==> config.mk <==
export PLATFORM = sky130hd
export DESIGN_NAME = csmm_ram
export DESIGN_NICKNAME = d
export VERILOG_FILES = /design/src/rtl/csmm_ram.sv
export SDC_FILE = /design/constraint.sdc
export NUM_CORES = 2
export LEC_CHECK = 0
export ABC_AREA = 1
export BUFFER_PORTS_ARGS = -buffer_cell sky130_fd_sc_hd__buf_2
export CAP_MARGIN = 10
export CORE_ASPECT_RATIO = 0.9
export CORE_MARGIN = 2
export CORE_UTILIZATION = 38
export DETAILED_ROUTE_END_ITERATION = 7
export SLEW_MARGIN = 25
export SYNTH_ARGS = -nofsm -noshare
export SYNTH_HDL_FRONTEND = slang
export SYNTH_SLANG_ARGS = --single-unit
==> constraint.sdc <==
create_clock -name i_clk -period 9.38 [get_ports i_clk]
set_clock_uncertainty 0.15 [all_clocks]
set_input_delay 0.938 -clock i_clk [delete_from_list [all_inputs] [get_ports i_clk]]
set_output_delay 0.938 -clock i_clk [all_outputs]
set_load 0.005 [all_outputs]
==> src/rtl/csmm_ram.sv <==
// ----------------------------------------------------------------------------
// csmm_ram
// generic single-port-write, single-read RAM with registered read
// ----------------------------------------------------------------------------
module csmm_ram #(
    parameter int WIDTH = 36,
    parameter int DEPTH = 64
) (
    input  logic                     i_clk,
    input  logic                     i_we,
    input  logic [$clog2(DEPTH)-1:0] i_waddr,
    input  logic [WIDTH-1:0]         i_wdata,
    input  logic [$clog2(DEPTH)-1:0] i_raddr,
    output logic [WIDTH-1:0]         o_rdata
);
    logic [WIDTH-1:0] r_mem [DEPTH];
    logic [WIDTH-1:0] r_rdata;

    always_ff @(posedge i_clk) begin
        if (i_we) begin
            r_mem[i_waddr] <= i_wdata;
        end
        r_rdata <= r_mem[i_raddr];
    end

    assign o_rdata = r_rdata;
endmodule

==> impl_results.md <==
- Worst Path Arrival: 4.21 ns
- Crit. End Element: flop
- Fin nets: 7607
- Worst path required time: 9.98 ns
- Root Driver: clkbuf_16
- Pre-CTS setup slack: 4.96 ns
- Max Buffers Root-to-Sink: 3
- Slowest-stage cell, CP: buf_4
- Rows: 172
- Die Y: 473 um
- Drt first pass iters: 6
- Initial drt markers: 7910
- Worst skew pair latency: 0.87 ns
- Setup TNS: 0 ns
- Hold Crit Depth: 1
- RR Endpoint: o_rdata[19]
- H-tree Lvls: 4
- Synthesized net count: 7649
- Die area: 249000 um^2
- Remaining DRCs: 0
- Resize count post-CTS: 0
- Worst slew margin: 22.4%
- Initial antenna violation count: 13
- Share of the yosys chip area belonging to registers: 75.2%
- Cell count after synthesis: 7599
- GRT Total Usage: 21.7%
- Clock Sinks: 2340
- Status: finished, final reports clean
- Critical R2R Launch: r_mem[53][19]
- Final min period: 3.61 ns
- Mapped Area: 93000 um^2
- Crit path cell chain: buf_8 -> buf_12 -> buf_4 -> nand3_1 -> nand3_1 -> nand3_1 -> nand3_1 -> nand2_1 -> nand2_1 -> nand2_1
- Setup crit start kind: primary input
- Post-CTS setup buffers: 0
- Final setup margin: 5.77 ns
- Initial core utilization: 38.1%
- Area growth, synth to finish: 12.2%
- P_leak: 0.0362 uW
- Unrepaired setup endpoints after global routing: no
- Peak VDD IR: 204 uV
- CP bufs+invs: 3
- Pin slew with the least headroom to its limit: 1.16 ns
- Cells on worst reg2reg path: 8
- CTS tree: built
- Final Wtd Congestion: 0.806
- Fmax: 0.277 GHz
- Min-Delay Endpoint: r_mem[57][35]
- Period utilization: 38.5%
- Mapped Avg Cell Area: 12.2 um^2
- Final setup viols: 0
- Post-DP HPWL: 132000 um
- CP Class: in2reg
- Synthesized flop and latch total: 2340
- CP top delay family: buffers and inverters
- CTS clk-pin slew, worst paths: 0.06 ns
- Yosys warns: 0
- Max-cap violations: 0
- CP max stage delay: 0.89 ns
- Netlist cell types: 16
- Final hold vios: 0
- Core ar.: 244000 um^2
- Number of routed nets with antenna violations: 0
- # port buffers: 85
- Via count: 60400
- Hold Buf Count CTS: 0
- IO Count: 86
- Global-route wire length before repair: 398000 um
- Worst Path Max Fanout: 151
- Slew Limit Fails: 0
- Num CTS Buffers: 231
- Reg-to-reg setup timing slack: 7.62 ns
- Hold Crit Class: in2reg
- Crit path top cell by count: nand3_1
- Overflow after GRT: 0
- HP Start: i_wdata[35]
- Pin count of the biggest net entering global routing: 206
- Avg WL per Cell: 25.0 um
- Layout cell share with drive strength beyond 1: 8.25%
- Post-DR vias/cell: 5.50
- P per Cell Area: 211 nW/um^2
- Post-Route WL: 275000 um
- Die Width: 525 um
- Vias in the first global route: 57300
registers in the layout, indices dropped and copies added (netlist names):
name and count:
o_rdata 36, r_mem 2304
power by group:
group	internal [uW]	switching (uW)	leakage (uW)
Combinational	301	967	0.0115
Sequential	11600	60.6	0.0210
Clock	5160	3960	0.00367
cell usage after synthesis (all sizes together):
cell type,count,area share [%]
dfxtp,36,0.77
nor2,56,0.23
nor4,8,0.054
edfxtp,2304,74
nand4,9,0.061
nand3,2146,12
inv,11,0.050
clkbuf,89,0.36
clkinv,1,0.0040
buf,413,2.3
nand2,2526,10
per-layer routing:
metal	global-route usage (%)	routed length (um)
met5	0	13
met4	7.82	9610
met3	2.92	21600
met2	34.9	130000
met1	30.0	114000
metrics by stage:
stage	utilization (%)	total power (uW)	cells	hold slack [ns]	instance area, um^2
2_1_floorplan	-	12500	7599	0.571	93000
3_3_place_gp	39.7	13100	10500	0.624	96800
3_5_place_dp	39.7	13100	10500	0.634	96800
4_1_cts	42.8	22100	11000	0.434	104000
5_1_grt	42.8	22600	11000	0.465	104000
6_report	42.8	22000	11000	0.467	104000
how the worst max path moves through the flow:
stage | depth (start not counted) | slack (ns) | end | start
CTS | 10 | 5.87 | o_rdata[28] | i_raddr[1]
finish | 10 | 5.77 | o_rdata[28] | i_raddr[1]
floorplan | 3 | 3.77 | r_mem[48][0] | i_we
global placement | 10 | 5.00 | o_rdata[28] | i_raddr[1]
detailed placement | 10 | 4.96 | o_rdata[28] | i_raddr[1]
global route | 10 | 5.60 | o_rdata[28] | i_raddr[1]
logic make-up after synthesis:
logic type,count (synthesis),share of synthesized area (%)
DFF,2340,75.2
and+or+nand+nor,4745,22.1
buffers and inverters,514,2.76
cell type report:
class | instances | area [um^2]
multi-input cells | 4745 | 21000
fillers | 22000 | 139000
clock buffers | 297 | 6250
clock inverters | 139 | 1230
repair buffers | 227 | 1820
well taps | 3219 | 4030
inverters | 12 | 97.6
flip-flops and latches | 2340 | 69900
diodes | 9 | 22.5
placed cells by master (no fill, tap or decap), types with 6 or more instances in the layout:
master | Yosys | routed
bufinv_16 | 0 | 17
clkbuf_8 | 0 | 23
clkbuf_1 | 89 | 44
inv_6 | 0 | 6
buf_12 | 0 | 17
clkinv_8 | 0 | 6
dfxtp_1 | 36 | 36
nand2_1 | 2526 | 2526
nand4_1 | 9 | 9
clkinv_2 | 0 | 52
edfxtp_1 | 2304 | 2304
buf_2 | 319 | 67
clkinvlp_4 | 0 | 7
inv_1 | 6 | 6
nor2_4 | 0 | 56
buf_4 | 19 | 136
clkinv_1 | 1 | 49
clkbuf_16 | 0 | 231
nand3_1 | 2146 | 2146
diode_2 | 0 | 9
nor4_2 | 0 | 8
(Power assumes the default switching activity.)
