**config.mk**
```make
export PLATFORM = sky130hd
export DESIGN_NAME = csmm_cell
export DESIGN_NICKNAME = d
export VERILOG_FILES = /design/src/rtl/csmm_pkg.sv /design/src/rtl/csmm_cell.sv
export SDC_FILE = /design/constraint.sdc
export NUM_CORES = 2
export LEC_CHECK = 0
export BUFFER_PORTS_ARGS = -buffer_cell sky130_fd_sc_hd__buf_4
export CORE_UTILIZATION = 55
export CTS_BUF_LIST = sky130_fd_sc_hd__clkbuf_4
export DETAILED_ROUTE_END_ITERATION = 12
export PLACE_DENSITY = 0.7
export SLEW_MARGIN = 25
export SYNTH_ARGS = -nofsm -noshare
export SYNTH_HDL_FRONTEND = slang
export SYNTH_SLANG_ARGS = --single-unit
```
**constraint.sdc**
```tcl
create_clock -name i_clk -period 9 [get_ports i_clk]
set_input_delay 1.35 -clock i_clk [delete_from_list [all_inputs] [get_ports i_clk]]
set_output_delay 1.35 -clock i_clk [all_outputs]
set_load 0.1 [all_outputs]
```
**src/rtl/csmm_pkg.sv**
```systemverilog
// ----------------------------------------------------------------------------
// csmm_pkg
// shared types and constants of the complex square matrix multiplier
// ----------------------------------------------------------------------------
package csmm_pkg;

    localparam int ELEM_W  = 18;
    localparam int WORD_W  = 2 * ELEM_W;
    localparam int PROD_W  = 40;
    localparam int PADDR_W = 3;

    localparam logic [PADDR_W-1:0] ADDR_MATRIX_SIZE = 3'd0;
    localparam logic [PADDR_W-1:0] ADDR_SQUARE_MODE = 3'd4;

    typedef struct packed {
        logic                     clear;
        logic                     en;
    } t_cell_ctrl;

endpackage

```
**src/rtl/csmm_cell.sv**
```systemverilog
// ----------------------------------------------------------------------------
// csmm_cell
// complex multiply-accumulate cell of the systolic row
// ----------------------------------------------------------------------------
module csmm_cell import csmm_pkg::*; (
    input  logic                      i_clk,
    input  t_cell_ctrl                i_ctrl,
    input  logic signed [ELEM_W-1:0]  i_a_re,
    input  logic signed [ELEM_W-1:0]  i_a_im,
    input  logic signed [ELEM_W-1:0]  i_b_re,
    input  logic signed [ELEM_W-1:0]  i_b_im,
    output logic signed [ELEM_W-1:0]  o_a_re,
    output logic signed [ELEM_W-1:0]  o_a_im,
    output t_cell_ctrl                o_ctrl,
    output logic signed [PROD_W-1:0]  o_acc_re,
    output logic signed [PROD_W-1:0]  o_acc_im
);
    logic signed [2*ELEM_W-1:0] r_rr, r_ii, r_ri, r_ir;
    t_cell_ctrl                 r_ctrl_m;
    logic signed [ELEM_W-1:0]   r_a_re, r_a_im;
    t_cell_ctrl                 r_ctrl;
    logic signed [PROD_W-1:0]   r_acc_re, r_acc_im;
    logic signed [PROD_W-1:0]   n_base_re, n_base_im;

    always_ff @(posedge i_clk) begin
        r_rr     <= i_a_re * i_b_re;
        r_ii     <= i_a_im * i_b_im;
        r_ri     <= i_a_re * i_b_im;
        r_ir     <= i_a_im * i_b_re;
        r_ctrl_m <= i_ctrl;
        r_a_re   <= i_a_re;
        r_a_im   <= i_a_im;
        r_ctrl   <= i_ctrl;
    end

    assign n_base_re = r_ctrl_m.clear ? '0 : r_acc_re;
    assign n_base_im = r_ctrl_m.clear ? '0 : r_acc_im;

    always_ff @(posedge i_clk) begin
        if (r_ctrl_m.en) begin
            r_acc_re <= n_base_re + PROD_W'(r_rr) - PROD_W'(r_ii);
            r_acc_im <= n_base_im + PROD_W'(r_ri) + PROD_W'(r_ir);
        end
    end

    assign o_a_re   = r_a_re;
    assign o_a_im   = r_a_im;
    assign o_ctrl   = r_ctrl;
    assign o_acc_re = r_acc_re;
    assign o_acc_im = r_acc_im;
endmodule

```
==> flow_summary.toml <==
[placed_design]
port_buffers = 192
place_congestion = 0.874
hpwl_mm = 111

[critical_path]
crit_required_ps = 9820
crit_cells = 23
end_kind = "flop"
arrival_ps = 8070
regToRegStartpoint = "o_ctrl[1]"
critical_path.cell_chain = "buf_4, buf_4, nand2_1, fa_1, inv_1, fa_1, inv_1, fa_1, inv_1, fa_1, fa_1, inv_1, fa_1, inv_1, ha_1, o21ai_0, and2_1, o31ai_1, o21ai_0, o211a_1, o31ai_1, a21oi_1, xnor2_1"
worstPathMaxFanout = 19
setup.worst_path.start = "i_b_im[10]"
max_stage_delay_ps = 730
r2r_cells = 15
r2r_end = "o_acc_re[28]"
crit_end = "r_ri[35]"
cpMaxStageDelayCell = "o31ai_1"
critPathBufInv = 7
crit_family = "adder cells"
start_kind = "primary input"
ff2ff_setup_slack_ps = 3820
cp_common_cell = "fa_1"
critPathKind = "primary input to flop"

[logic_synthesis]
synth_flop_cell = "dfxtp_1"
postSynthAreaPerCell_um2 = 9.39
ys_async_sr_fraction_pct = 0
synth_edf_count = 80
synth_area_leaders = "fa_1 46%, inv_1 10%, ha_1 9.3%"
netlist_area_um2 = 60900
synth_nets = 8411
ys_warn_count = 0
yosys.area.top_type = "fa_1"
synth.yosys.seq_area_share_pct = 9.93
synth_top_area_share_pct = 45.9
netlist-cell-type-count = 74
yosysMostFrequentCell = "inv_1"
ys_ff_latch = 262
ys_top_cells_by_count = "1625 x inv_1, 1395 x fa_1, 661 x nand2_1"
netlist_instances = 6489

[timing]
grt_setup_unrepaired = "no"
hold_violations = 0
finalCriticalPeriod_ps = 7250
worst_slew_pin_slew_ps = 1050
fmax_mhz = 138
fin_skew_ps = 85.3
max_slew_margin_pct = 30.1
post-route-period-util_pct = 80.6
final_max_slew_viol_count = 0
setup_viol = 0
setup_tns_ps = 0

[clock_network]
clock_latency_ps = 930
cts_resized = 0
cts.clk_slew.worst_paths_ps = 60
cts_setup_buffers = 0
cts_hold_buf = 0
cts_buffer_depth = 3
cts_buffers = 80
root_buffer = "clkbuf_4"
cts.sinks = 262
htreeDepth = 3
cts_tree = "done"

[routing]
drt_iter0_drc = 2621
drt-total-wl_mm = 141
drcViolationCount = 0
num_vias = 42629
drtPass1Iterations = 5
wire_per_inst_um = 17.6
ant_nets = 0
via_per_inst = 5.31

[min_path]
holdPathStages = 1
hp-class = "primary input to flop"

[floorplanning]
pin_count = 193
dieArea_um2 = 112000
row_count = 121
core_area_um2 = 109000
die_w_um = 335
start_util_pct = 55.7
die_h_um = 335

[job]
maxCapViolCount = 0

[final_layout]
synthToLayoutAreaGrowth_pct = 5.44
num-nets-final = 8406
drive_gt1_share_pct = 5.41

[status]
status = "completed"

[global_route]
grt_usage_pct = 26.7
grt_first_pass_wirelength_mm = 236
first_global_vias = 45635
overflow = 0
grt_start_max_net_pins = 82
antenna_found_initial = 7
[logic make-up after synthesis]
logic type	Yosys count	synth area share, %
muxes	3	0.0493
AOI/OAI and AO/OA	528	5.67
and+or+nand+nor	1711	14.2
DFF	262	9.93
xor gates and xnor gates	220	3.16
buffers and inverters	1918	11.8
adders and majority gates	1847	55.1
[layout make-up]
cell class | instances | area [µm²]
clock buffers | 115 | 863
clock inverters | 30 | 135
repair buffers | 206 | 1550
diodes | 5 | 12.5
multi-input cells | 4309 | 47700
well taps | 1476 | 1850
fillers | 9715 | 45100
inverters | 1625 | 6100
flip-flops and latches | 262 | 6050
[per-layer routing]
layer | up-vias | share of wire (%) | global-route usage, %
met5 | - | 0.023 | 0
met4 | 4 | 3.4 | 8.80
li1 | 19103 | - | -
met1 | 21967 | 43 | 37.3
met2 | 1326 | 47 | 43.2
met3 | 229 | 6.3 | 3.69
[metrics by stage]
| stage | instance area (µm²) | instances | utilization (%) | hold WS [ps] | setup slack (ps) |
|---|---|---|---|---|---|
| 2_1_floorplan | 60900 | 6489 | - | 508 | 1520 |
| 3_3_place_gp | 63200 | 7878 | 57.8 | 565 | 1020 |
| 3_5_place_dp | 63200 | 7878 | 57.8 | 579 | 911 |
| 4_1_cts | 64200 | 8023 | 58.7 | 411 | 1930 |
| 5_1_grt | 64200 | 8028 | 58.8 | 437 | 1460 |
| 6_report | 64200 | 8028 | 58.8 | 536 | 1750 |
[cells in the final DEF (no fill, tap or decap), types with 5 or more instances in the layout]
master     synthesis  final
and4_1             5      5
dfxtp_1          182    180
buf_4              0    206
o21a_1            39     39
clkbuf_4           0    115
xor2_1            54     54
clkinv_1           0     22
nand3_1           28     28
o211ai_1           8      8
a221o_1            5      5
or3_1              9      9
nor2_1           141    141
o21bai_1          17     17
and3_1            11     11
nand2b_1          74     74
nor3_1            28     28
a211oi_1          20     20
o31a_1             9      9
nand2_1          661    661
diode_2            0      5
edfxtp_1          80     80
o21ai_0           89     89
and2_1           658    658
ha_1             452    452
o31ai_1           13     13
o21ai_1            7      7
o22ai_1            6      6
nor2b_1           56     56
a21oi_1          165    165
xnor2_1          166    166
inv_1           1625   1625
a21boi_0           5      5
fa_1            1395   1395
a21o_1            69     69
a31oi_1           16     16
nand4_1           20     20
o2111ai_1          8      8
[worst min-delay path by stage]
| stage | from | end |
|---|---|---|
| after floorplan | r_rr[0] | o_acc_re[0] |
| after global placement | r_rr[0] | o_acc_re[0] |
| after global routing | i_ctrl[1] | o_ctrl[1] |
| final | i_ctrl[1] | o_ctrl[1] |
| after detailed placement | r_rr[0] | o_acc_re[0] |
| after CTS | i_ctrl[1] | o_ctrl[1] |
[sequential cells by signal, summed over array words and instances, names as in the netlist]
register,count
o_acc_im,40
o_ctrl,2
o_a_im,18
r_ii,36
o_a_re,18
o_acc_re,40
r_rr,36
r_ri,36
r_ir,36
Power is not shown: default switching activity piles up to over one toggle a cycle in this logic, so the estimate is an artifact.
